`src/hdl/bmt_pkg.sv`:
```
// Shared types and constants for the breakpoint match table.
`timescale 1ns / 1ps

package bmt_pkg;

  localparam int SLOT_COUNT_DEF = 8;
  localparam int ADDR_W         = 24;
  localparam int TIME_W         = 32;
  localparam int COUNT_W        = 32;
  localparam int IDX_FIELD_W    = 3;
  localparam int OPCODE_W       = 3;
  localparam int CMD_FIFO_DEPTH = 2;

  localparam int IN_FIELDS_W  = ADDR_W + IDX_FIELD_W + 1 + 1 + TIME_W;
  localparam int IN_TDATA_W   = ((IN_FIELDS_W + 7) / 8) * 8;
  localparam int OUT_FIELDS_W = 1 + IDX_FIELD_W + 1 + ADDR_W + 1 + TIME_W + COUNT_W + 1;
  localparam int OUT_TDATA_W  = ((OUT_FIELDS_W + 7) / 8) * 8;

  typedef enum logic [OPCODE_W-1:0] {
    OP_SET      = 3'd0,
    OP_DELETE   = 3'd1,
    OP_ENABLE   = 3'd2,
    OP_CLEAR    = 3'd3,
    OP_RETARGET = 3'd4,
    OP_QUERY    = 3'd5,
    OP_HIT      = 3'd6,
    OP_READ     = 3'd7
  } op_t;

  typedef enum logic [2:0] {
    ST_IDLE,
    ST_MATCH,
    ST_EXEC,
    ST_FINISH,
    ST_DONE
  } st_t;

  // Decoded command as it travels from the front end to the execution unit.
  typedef struct packed {
    op_t                    op;
    logic [ADDR_W-1:0]      address;
    logic [IDX_FIELD_W-1:0] slot_index;
    logic                   idx_ok;
    logic                   enable_flag;
    logic                   match_any;
    logic [TIME_W-1:0]      now_time;
  } cmd_t;

endpackage

```
`src/hdl/bmt_front.sv`:
```
// Front end: accepts command transfers, decodes them and pushes them into the queue.
`timescale 1ns / 1ps

module bmt_front #(
  parameter int SLOT_COUNT = bmt_pkg::SLOT_COUNT_DEF
) (
  input  logic                           s_tvalid,
  output logic                           s_tready,
  // s_tdata: address[23:0], slot_index[26:24], enable_flag[27], match_any[28],
  //          now_time[60:29], zero pad above
  input  logic [bmt_pkg::IN_TDATA_W-1:0] s_tdata,
  // s_tuser: opcode[2:0]
  input  logic [bmt_pkg::OPCODE_W-1:0]   s_tuser,
  input  logic                           fifo_full,
  output logic                           push,
  output bmt_pkg::cmd_t                  push_cmd
);

  localparam int AW = bmt_pkg::ADDR_W;
  localparam int XW = bmt_pkg::IDX_FIELD_W;
  localparam int TW = bmt_pkg::TIME_W;
  localparam logic [XW:0] SlotLimit = (SLOT_COUNT > (1 << XW)) ? (XW+1)'(1 << XW)
                                                               : (XW+1)'(SLOT_COUNT);

  logic [XW-1:0] slot_index;

  assign s_tready = !fifo_full;
  assign push     = s_tvalid && !fifo_full;

  assign slot_index = s_tdata[AW +: XW];

  always_comb begin
    push_cmd.op          = bmt_pkg::op_t'(s_tuser);
    push_cmd.address     = s_tdata[AW-1:0];
    push_cmd.slot_index  = slot_index;
    // slots past the table size are silently ignored by the per-index operations
    push_cmd.idx_ok      = {1'b0, slot_index} < SlotLimit;
    push_cmd.enable_flag = s_tdata[AW + XW];
    push_cmd.match_any   = s_tdata[AW + XW + 1];
    push_cmd.now_time    = s_tdata[AW + XW + 2 +: TW];
  end

endmodule

```
`src/hdl/bmt_cmd_fifo.sv`:
```
// Short command queue between the front end and the execution unit.
`timescale 1ns / 1ps

module bmt_cmd_fifo (
  input  logic          clk,
  input  logic          rst,
  input  logic          push,
  input  bmt_pkg::cmd_t push_cmd,
  output logic          full,
  input  logic          pop,
  output bmt_pkg::cmd_t pop_cmd,
  output logic          empty
);

  localparam int Depth = bmt_pkg::CMD_FIFO_DEPTH;
  localparam int PtrW  = (Depth > 1) ? $clog2(Depth) : 1;
  localparam logic [PtrW:0] DepthCnt = (PtrW+1)'(Depth);

  bmt_pkg::cmd_t entries [Depth];
  logic [PtrW-1:0] wr_ptr;
  logic [PtrW-1:0] rd_ptr;
  logic [PtrW:0]   count;

  assign full    = (count == DepthCnt);
  assign empty   = (count == '0);
  assign pop_cmd = entries[rd_ptr];

  always_ff @(posedge clk) begin
    if (push) begin
      entries[wr_ptr] <= push_cmd;
    end
  end

  always_ff @(posedge clk) begin
    if (rst) begin
      wr_ptr <= '0;
      rd_ptr <= '0;
      count  <= '0;
    end else begin
      if (push) begin
        wr_ptr <= (wr_ptr == PtrW'(Depth - 1)) ? '0 : wr_ptr + 1'b1;
      end
      if (pop) begin
        rd_ptr <= (rd_ptr == PtrW'(Depth - 1)) ? '0 : rd_ptr + 1'b1;
      end
      case ({push, pop})
        2'b10:   count <= count + 1'b1;
        2'b01:   count <= count - 1'b1;
        default: count <= count;
      endcase
    end
  end

  a_no_overflow: assert property (@(posedge clk) disable iff (rst) push |-> !full)
    else $error("command queue written while full");
  a_no_underflow: assert property (@(posedge clk) disable iff (rst) pop |-> !empty)
    else $error("command queue read while empty");
  a_count_bound: assert property (@(posedge clk) disable iff (rst) count <= DepthCnt)
    else $error("command queue count out of range");

endmodule

```
`src/hdl/bmt_back.sv`:
```
// Execution unit: slot table, match logic, hit stamp memory and result register.
`timescale 1ns / 1ps

module bmt_back #(
  parameter int SLOT_COUNT = bmt_pkg::SLOT_COUNT_DEF
) (
  input  logic                            clk,
  input  logic                            rst,
  input  logic                            fifo_empty,
  input  bmt_pkg::cmd_t                   fifo_cmd,
  output logic                            pop,
  output logic                            m_tvalid,
  input  logic                            m_tready,
  output logic [bmt_pkg::OUT_TDATA_W-1:0] m_tdata
);

  localparam int AW   = bmt_pkg::ADDR_W;
  localparam int TW   = bmt_pkg::TIME_W;
  localparam int CW   = bmt_pkg::COUNT_W;
  localparam int XW   = bmt_pkg::IDX_FIELD_W;
  localparam int IdxW = (SLOT_COUNT > 1) ? $clog2(SLOT_COUNT) : 1;
  localparam int PadW = bmt_pkg::OUT_TDATA_W - bmt_pkg::OUT_FIELDS_W;

  bmt_pkg::st_t  st;
  bmt_pkg::st_t  st_next;
  bmt_pkg::cmd_t cmd;

  // slot table
  logic [SLOT_COUNT-1:0] used;
  logic [SLOT_COUNT-1:0] en;
  logic [AW-1:0]         addr_tab [SLOT_COUNT];
  logic                  check_flag;

  // hit time and count memory; an entry without its stamp bit reads as zero
  logic [TW+CW-1:0]      stamp_mem [SLOT_COUNT];
  logic [SLOT_COUNT-1:0] stamp_valid;
  logic [TW+CW-1:0]      rd_data;
  logic                  rd_valid;
  logic [IdxW-1:0]       rd_addr;

  // match results, registered at the end of the match step
  logic [SLOT_COUNT-1:0] hit_any;
  logic [SLOT_COUNT-1:0] hit_en;
  logic                  any_found_c, en_found_c, free_found_c;
  logic [IdxW-1:0]       any_slot_c, en_slot_c, free_slot_c;
  logic                  any_found, en_found, free_found;
  logic [IdxW-1:0]       any_slot, en_slot, free_slot;

  logic [IdxW-1:0] idx;
  logic            out_free;
  logic            load_out;
  logic            res_found;
  logic [IdxW-1:0] res_slot;
  logic [CW-1:0]   cur_count;
  logic [TW-1:0]   rb_time;
  logic [CW-1:0]   rb_count;
  logic [bmt_pkg::OUT_FIELDS_W-1:0] result;

  assign idx       = IdxW'(cmd.slot_index);
  assign out_free  = !m_tvalid || m_tready;
  assign cur_count = rd_valid ? rd_data[CW-1:0] : '0;
  assign rb_time   = rd_valid ? rd_data[CW +: TW] : '0;
  assign rb_count  = cur_count;

  always_comb begin
    for (int i = 0; i < SLOT_COUNT; i++) begin
      hit_any[i] = used[i] && (addr_tab[i] == cmd.address);
    end
    hit_en = hit_any & en;
  end

  // lowest index wins: scan from the top so the last assignment is the first match
  always_comb begin
    any_found_c  = 1'b0;
    en_found_c   = 1'b0;
    free_found_c = 1'b0;
    any_slot_c   = '0;
    en_slot_c    = '0;
    free_slot_c  = '0;
    for (int i = SLOT_COUNT - 1; i >= 0; i--) begin
      if (hit_any[i]) begin
        any_found_c = 1'b1;
        any_slot_c  = IdxW'(i);
      end
      if (hit_en[i]) begin
        en_found_c = 1'b1;
        en_slot_c  = IdxW'(i);
      end
      if (!used[i]) begin
        free_found_c = 1'b1;
        free_slot_c  = IdxW'(i);
      end
    end
  end

  // sequencer: next state
  always_comb begin
    st_next = st;
    unique case (st)
      bmt_pkg::ST_IDLE:   st_next = fifo_empty ? bmt_pkg::ST_IDLE : bmt_pkg::ST_MATCH;
      bmt_pkg::ST_MATCH:  st_next = bmt_pkg::ST_EXEC;
      bmt_pkg::ST_EXEC:   st_next = bmt_pkg::ST_FINISH;
      bmt_pkg::ST_FINISH: st_next = bmt_pkg::ST_DONE;
      bmt_pkg::ST_DONE: begin
        if (out_free) begin
          st_next = fifo_empty ? bmt_pkg::ST_IDLE : bmt_pkg::ST_MATCH;
        end
      end
      default:            st_next = bmt_pkg::ST_IDLE;
    endcase
  end

  // sequencer: outputs
  always_comb begin
    pop      = 1'b0;
    load_out = 1'b0;
    unique case (st)
      bmt_pkg::ST_IDLE: pop = !fifo_empty;
      bmt_pkg::ST_DONE: begin
        load_out = out_free;
        pop      = out_free && !fifo_empty;
      end
      default: begin
        pop      = 1'b0;
        load_out = 1'b0;
      end
    endcase
  end

  assign rd_addr = (cmd.op == bmt_pkg::OP_HIT) ? any_slot : idx;

  always_comb begin
    res_found = 1'b0;
    res_slot  = '0;
    case (cmd.op)
      bmt_pkg::OP_QUERY: begin
        res_found = check_flag && (cmd.match_any ? any_found : en_found);
        res_slot  = cmd.match_any ? any_slot : en_slot;
      end
      bmt_pkg::OP_HIT: begin
        res_found = check_flag && en_found;
        res_slot  = any_slot;
      end
      default: begin
        res_found = 1'b0;
        res_slot  = '0;
      end
    endcase
    if (!res_found) begin
      res_slot = '0;
    end
  end

  always_comb begin
    result = '0;
    result[0]        = res_found;
    result[1 +: XW]  = XW'(res_slot);
    if (cmd.op == bmt_pkg::OP_READ && cmd.idx_ok) begin
      result[XW + 1]                   = used[idx];
      result[XW + 2 +: AW]             = addr_tab[idx];
      result[XW + AW + 2]              = en[idx];
      result[XW + AW + 3 +: TW]        = rb_time;
      result[XW + AW + TW + 3 +: CW]   = rb_count;
    end
    result[bmt_pkg::OUT_FIELDS_W-1] = check_flag;
  end

  // stamp memory: one write and one registered read port
  always_ff @(posedge clk) begin
    if (st == bmt_pkg::ST_EXEC) begin
      rd_data <= stamp_mem[rd_addr];
    end
    if (st == bmt_pkg::ST_FINISH && cmd.op == bmt_pkg::OP_HIT && check_flag && en_found) begin
      stamp_mem[any_slot] <= {cmd.now_time, cur_count + 1'b1};
    end
  end

  always_ff @(posedge clk) begin
    if (pop) begin
      cmd <= fifo_cmd;
    end
    if (st == bmt_pkg::ST_MATCH) begin
      any_found  <= any_found_c;
      en_found   <= en_found_c;
      free_found <= free_found_c;
      any_slot   <= any_slot_c;
      en_slot    <= en_slot_c;
      free_slot  <= free_slot_c;
    end
    if (load_out) begin
      m_tdata <= {{PadW{1'b0}}, result};
    end
  end

  always_ff @(posedge clk) begin
    if (rst) begin
      st          <= bmt_pkg::ST_IDLE;
      used        <= '0;
      en          <= '0;
      stamp_valid <= '0;
      rd_valid    <= 1'b0;
      check_flag  <= 1'b0;
      m_tvalid    <= 1'b0;
      for (int i = 0; i < SLOT_COUNT; i++) begin
        addr_tab[i] <= '0;
      end
    end else begin
      st <= st_next;
      if (st == bmt_pkg::ST_EXEC) begin
        rd_valid <= stamp_valid[rd_addr];
        case (cmd.op)
          bmt_pkg::OP_SET: begin
            if (any_found) begin
              en[any_slot] <= cmd.enable_flag;
            end else if (free_found) begin
              used[free_slot]        <= 1'b1;
              addr_tab[free_slot]    <= cmd.address;
              en[free_slot]          <= cmd.enable_flag;
              stamp_valid[free_slot] <= 1'b0;
            end
          end
          bmt_pkg::OP_DELETE: begin
            if (any_found) begin
              used[any_slot] <= 1'b0;
            end
          end
          bmt_pkg::OP_ENABLE: begin
            if (cmd.idx_ok) begin
              en[idx] <= cmd.enable_flag;
            end
          end
          bmt_pkg::OP_CLEAR: begin
            if (cmd.idx_ok) begin
              stamp_valid[idx] <= 1'b0;
            end
          end
          bmt_pkg::OP_RETARGET: begin
            if (cmd.idx_ok) begin
              addr_tab[idx] <= cmd.address;
            end
          end
          default: begin
          end
        endcase
      end
      if (st == bmt_pkg::ST_FINISH) begin
        if (cmd.op == bmt_pkg::OP_SET || cmd.op == bmt_pkg::OP_DELETE) begin
          check_flag <= |(used & en);
        end
        if (cmd.op == bmt_pkg::OP_HIT && check_flag && en_found) begin
          stamp_valid[any_slot] <= 1'b1;
        end
      end
      if (load_out) begin
        m_tvalid <= 1'b1;
      end else if (m_tready) begin
        m_tvalid <= 1'b0;
      end
    end
  end

  a_load_from_done: assert property (@(posedge clk) disable iff (rst)
      $rose(m_tvalid) |-> $past(st) == bmt_pkg::ST_DONE)
    else $error("result register loaded outside the deliver step");
  a_check_flag_src: assert property (@(posedge clk) disable iff (rst)
      (check_flag != $past(check_flag)) |->
        ($past(st) == bmt_pkg::ST_FINISH &&
         ($past(cmd.op) == bmt_pkg::OP_SET || $past(cmd.op) == bmt_pkg::OP_DELETE)))
    else $error("check flag changed by an operation other than set or delete");
  a_pop_starts_match: assert property (@(posedge clk) disable iff (rst)
      pop |=> st == bmt_pkg::ST_MATCH)
    else $error("dequeued command did not enter the match step");
  a_found_needs_flag: assert property (@(posedge clk) disable iff (rst)
      load_out && res_found |-> check_flag)
    else $error("match reported while checking is inactive");

endmodule

```
`src/hdl/breakpoint_match_table_unit.sv`:
```
// Breakpoint match table top level: front end, command queue and execution unit.
`timescale 1ns / 1ps

// Keeps SLOT_COUNT breakpoint slots (address, enable, last hit time, wrapping hit
// count) and answers one result transfer per command transfer, in order. A command
// passes through the match, execute, finish and deliver steps in the execution
// unit, a hit reading its stamp in the execute step and writing it back in the finish
// step. The next command leaves the queue only once the current result can be loaded.
// A two-entry queue takes up to two more command transfers while a result waits on
// m_tready; after that s_tready drops until the result is taken.
// There is no clearing pass after reset: the table is usable in the first cycle.

module breakpoint_match_table_unit #(
  parameter int SLOT_COUNT = bmt_pkg::SLOT_COUNT_DEF
) (
  input  logic                            clk,
  input  logic                            rst,
  input  logic                            s_tvalid,
  output logic                            s_tready,
  // s_tdata: address[23:0], slot_index[26:24], enable_flag[27], match_any[28],
  //          now_time[60:29], zero pad [63:61]
  input  logic [bmt_pkg::IN_TDATA_W-1:0]  s_tdata,
  // s_tuser: opcode[2:0]
  input  logic [bmt_pkg::OPCODE_W-1:0]    s_tuser,
  output logic                            m_tvalid,
  input  logic                            m_tready,
  // m_tdata: found[0], match_slot[3:1], slot_used[4], slot_address[28:5],
  //          slot_enabled[29], slot_time[61:30], slot_count[93:62],
  //          check_active[94], zero pad [95]
  output logic [bmt_pkg::OUT_TDATA_W-1:0] m_tdata
);

  logic          fifo_full;
  logic          fifo_empty;
  logic          push;
  logic          pop;
  bmt_pkg::cmd_t push_cmd;
  bmt_pkg::cmd_t pop_cmd;

  bmt_front #(
    .SLOT_COUNT(SLOT_COUNT)
  ) u_front (
    .s_tvalid (s_tvalid),
    .s_tready (s_tready),
    .s_tdata  (s_tdata),
    .s_tuser  (s_tuser),
    .fifo_full(fifo_full),
    .push     (push),
    .push_cmd (push_cmd)
  );

  bmt_cmd_fifo u_fifo (
    .clk     (clk),
    .rst     (rst),
    .push    (push),
    .push_cmd(push_cmd),
    .full    (fifo_full),
    .pop     (pop),
    .pop_cmd (pop_cmd),
    .empty   (fifo_empty)
  );

  bmt_back #(
    .SLOT_COUNT(SLOT_COUNT)
  ) u_back (
    .clk       (clk),
    .rst       (rst),
    .fifo_empty(fifo_empty),
    .fifo_cmd  (pop_cmd),
    .pop       (pop),
    .m_tvalid  (m_tvalid),
    .m_tready  (m_tready),
    .m_tdata   (m_tdata)
  );

endmodule
```
`config.mk`:
```
export PLATFORM = sky130hd
export DESIGN_NAME = breakpoint_match_table_unit
export DESIGN_NICKNAME = d
export VERILOG_FILES = /design/src/hdl/bmt_pkg.sv /design/src/hdl/bmt_front.sv /design/src/hdl/bmt_cmd_fifo.sv /design/src/hdl/bmt_back.sv /design/src/hdl/breakpoint_match_table_unit.sv
export SDC_FILE = /design/constraint.sdc
export NUM_CORES = 2
export LEC_CHECK = 0
export BUFFER_PORTS_ARGS = -buffer_cell sky130_fd_sc_hd__buf_2
export CORE_ASPECT_RATIO = 1.2
export CORE_MARGIN = 3
export CORE_UTILIZATION = 30
export CTS_CLUSTER_SIZE = 14
export DETAILED_ROUTE_END_ITERATION = 10
export PLACE_DENSITY = 0.41
export SLEW_MARGIN = 20
export SYNTH_ARGS = -nofsm -noshare
export SYNTH_HDL_FRONTEND = slang
export SYNTH_SLANG_ARGS = --single-unit
export TNS_END_PERCENT = 100
```
`constraint.sdc`:
```
create_clock -name clk -period 10.45 [get_ports clk]
set_clock_uncertainty 0.2 [all_clocks]
set_input_delay 2.09 -clock clk [delete_from_list [all_inputs] [get_ports clk]]
set_output_delay 2.09 -clock clk [all_outputs]
set_load 0.01 [all_outputs]
```
==> results.toml <==
[outcome]
status = "completed"

[worst_hold_path]
whs_path_depth = 2
holdCritStartpoint = "u_back.stamp_valid[1]"
min_to = "u_back.stamp_valid[1]"
hold_path_class = "register to register"

[timing]
timing.hold.ws_ns = 0.270
tns_ns = 0
final_max_slew_viol_count = 0
hold_viol_final = 0
fin_crit_sh = 0.421
rsz0062_at_grt = "no"
layout_setup_ws_ns = 6.05
setup_viol = 0
timing.fmax_ghz = 0.227
worstMarginPinSlew_ns = 1.09
min_period_ns = 4.40
max-slew-margin-rel = 0.270

[synth]
ys_warn_count = 0
netlist_top_cells_count = "1067 x edfxtp_1, 650 x nand2_1, 348 x nand3_1, 266 x and2_1, 174 x clkbuf_1"
netlist_area_um2 = 45800
yosysMostFrequentCell = "edfxtp_1"
async_flop_share = 0
ys_top_cells_by_area = "edfxtp_1 70%, nand2_1 5.3%, nand3_1 3.8%"
synth_cell_types = 63
ys_seq_area_frac = 0.714
ys_ff_latch = 1101
synth_edf_count = 1067
yosysTopAreaCell = "edfxtp_1"
synth_top_flop_cell = "edfxtp_1"
synth_nets = 3533
synth_area_per_cell_um2 = 13.2
yosysTopAreaCellShare = 0.699
postSynthCellCount = 3460

[global_routing]
overflow = 0
track_usage = 0.171
grt_start_max_net_pins = 172
grt_pass1_wl_um = 197000
grt_pass1_vias = 27322
grt_antenna_before_repair = 17

[route]
ant_nets = 0
firstDrtPassIters = 5
drc = 0
vias = 27049
vias_per_cell = 4.79
drt_iter0_markers = 1833
wl_per_cell_um = 23.9
wirelength_um = 135000

[floorplan]
die_width_um = 363
initial_core_util = 0.303
die_area_um2 = 158000
fp.dieH_um = 434
placementRows = 156
core_um2 = 151000
ios = 169

[layout]
multi_input_area_um2 = 12200
utilization = 0.347
drive_gt1_frac = 0.138
seqCellArea_um2 = 32700
finalNonFillerCells = 5649
final_area_um2 = 52600
fillers = 14694
syn_to_final_growth_pct = 14.7
layout.nets = 3643

[clocking]
clock_latency_ns = 0.75
clk_path_buf_depth = 3
postCtsHoldBufs = 0
cts.repair_timing.setup_buffer_count = 0
cts-resized-gates = 0
cts_tree = "built"
clkSinkCount = 1101
clk_pin_slew_ns = 0.06
clockRootBuffer = "clkbuf_16"
cts_made_buffers = 118
htree_levels = 3

[run]
max-cap-violations = 0

[placement]
dp_cells = 5425
gp_congestion = 0.806
dp_slack_ns = 5.29
placed_area_um2 = 48800
io_buffer_count = 164
dp_hpwl_um = 78000

[power]
p_total_mw = 13.0
power_leakage_nw = 17.9
ir_worst_vdd_uv = 262
p_per_area_nw_per_um2 = 247

[worst_setup_path]
slowest_delay_ns = 0.80
regToRegEndpoint = "u_back.en_slot[2]"
r2r_cells = 7
worst_ep_arrival_time_ns = 4.55
path_class = "primary input to register"
cp_max_fo = 43
start_kind = "primary input"
reg2reg_setup_slack_ns = 6.57
cpMostUsedCell = "buf_4"
r2r_start = "u_back.cmd[58]"
cp_slowest_cell = "or2_2"
worstPathRequired_ns = 10.60
critical_path.cell_chain = "buf_2 -> buf_4 -> nor4_4 -> nand2_2 -> mux2i_1 -> nor2_1 -> buf_4 -> or2_2"
end_kind = "register"
-- report_power, final --
group | switching [mW] | internal (mW)
Clock | 1.79 | 2.31
Combinational | 2.06 | 0.870
Sequential | 0.456 | 5.50
Total | 4.31 | 8.68
-- kinds of logic (layout without fill, tap and decap cells) --
group | Yosys count | in the layout | synth area share
flip-flops | 1101 | 1101 | 0.714
buffers and inverters | 249 | 458 | 0.0224
XOR/XNOR | 225 | 225 | 0.0430
multiplexers | 83 | 83 | 0.0199
AO/OA/AOI/OAI | 303 | 303 | 0.0442
adder cells (fa/ha/maj) | 2 | 2 | 0.000546
other | 1 | 6 | 0.0000818
AND/OR/NAND/NOR | 1496 | 1496 | 0.156
-- worst max-delay path: cells and delay by family --
kind	cells	cell delay (ns)
buffers and inverters	3	0.73
and+or+nand+nor	4	1.45
muxes	1	0.17
-- worst max path at each step --
stage | from | cells after the start | endpoint | slack, ns
after floorplan | m_tready | 7 | u_fifo.count[1] | 2.07
after global placement | rst | 8 | u_back.addr_tab[3][5] | 5.30
after detailed placement | rst | 8 | u_back.addr_tab[2][16] | 5.29
after CTS | rst | 8 | u_back.addr_tab[3][17] | 6.09
after global routing | rst | 8 | u_back.addr_tab[3][17] | 5.95
final | rst | 8 | u_back.addr_tab[3][17] | 6.05
-- layout make-up --
class	count	share of cell area
diodes	5	0.000238
clock buffers	146	0.0586
clock inverters	73	0.0126
inverters	17	0.00150
multi-input cells	2110	0.233
flip-flops and latches	1101	0.623
well taps	1975	0.0470
repair buffers	222	0.0245
-- flip-flops by register name, indices dropped and copies added, names as in the netlist --
signal,flops
u_back.en_found,1
u_back.check_flag,1
u_back.rd_data,64
u_back.rd_valid,1
u_back.any_found,1
u_fifo.rd_ptr,1
u_back.en,8
u_back.stamp_valid,8
u_fifo.wr_ptr,1
u_back.st,3
u_back.stamp_mem,512
u_back.idx,3
u_back.free_found,1
u_fifo.count,2
u_back.cmd,61
u_back.en_slot,3
u_back.addr_tab,192
u_back.used,8
u_back.any_slot,3
u_back.free_slot,3
u_back.m_tvalid,1
u_fifo.entries,128
u_back.m_tdata,95
-- metal layers --
metal  wire, um  global-route usage
met1      60400               0.226
met2      66300               0.291
met3       5300              0.0245
met4       3080              0.0478
met5         84                   0
-- layout by cell type (no fill, tap or decap), drive strengths merged, types with 6 or more instances in the layout --
cell type and instances:
edfxtp 1067, nand2 651, nand3 348, and2 266, buf 222, clkbuf 146
xor2 127, a22oi 103, xnor2 98, o21ai 93, nor2 88, mux2 64
clkinv 59, dfxtp 34, nand4 32, nor4 31, a21oi 28, a41oi 25
nor3 20, mux2i 19, inv 19, nor2b 13, or2 12, o211ai 12
and3 12, a31oi 10, bufinv 9, a22o 6
Power figures use the tool's default switching activity.
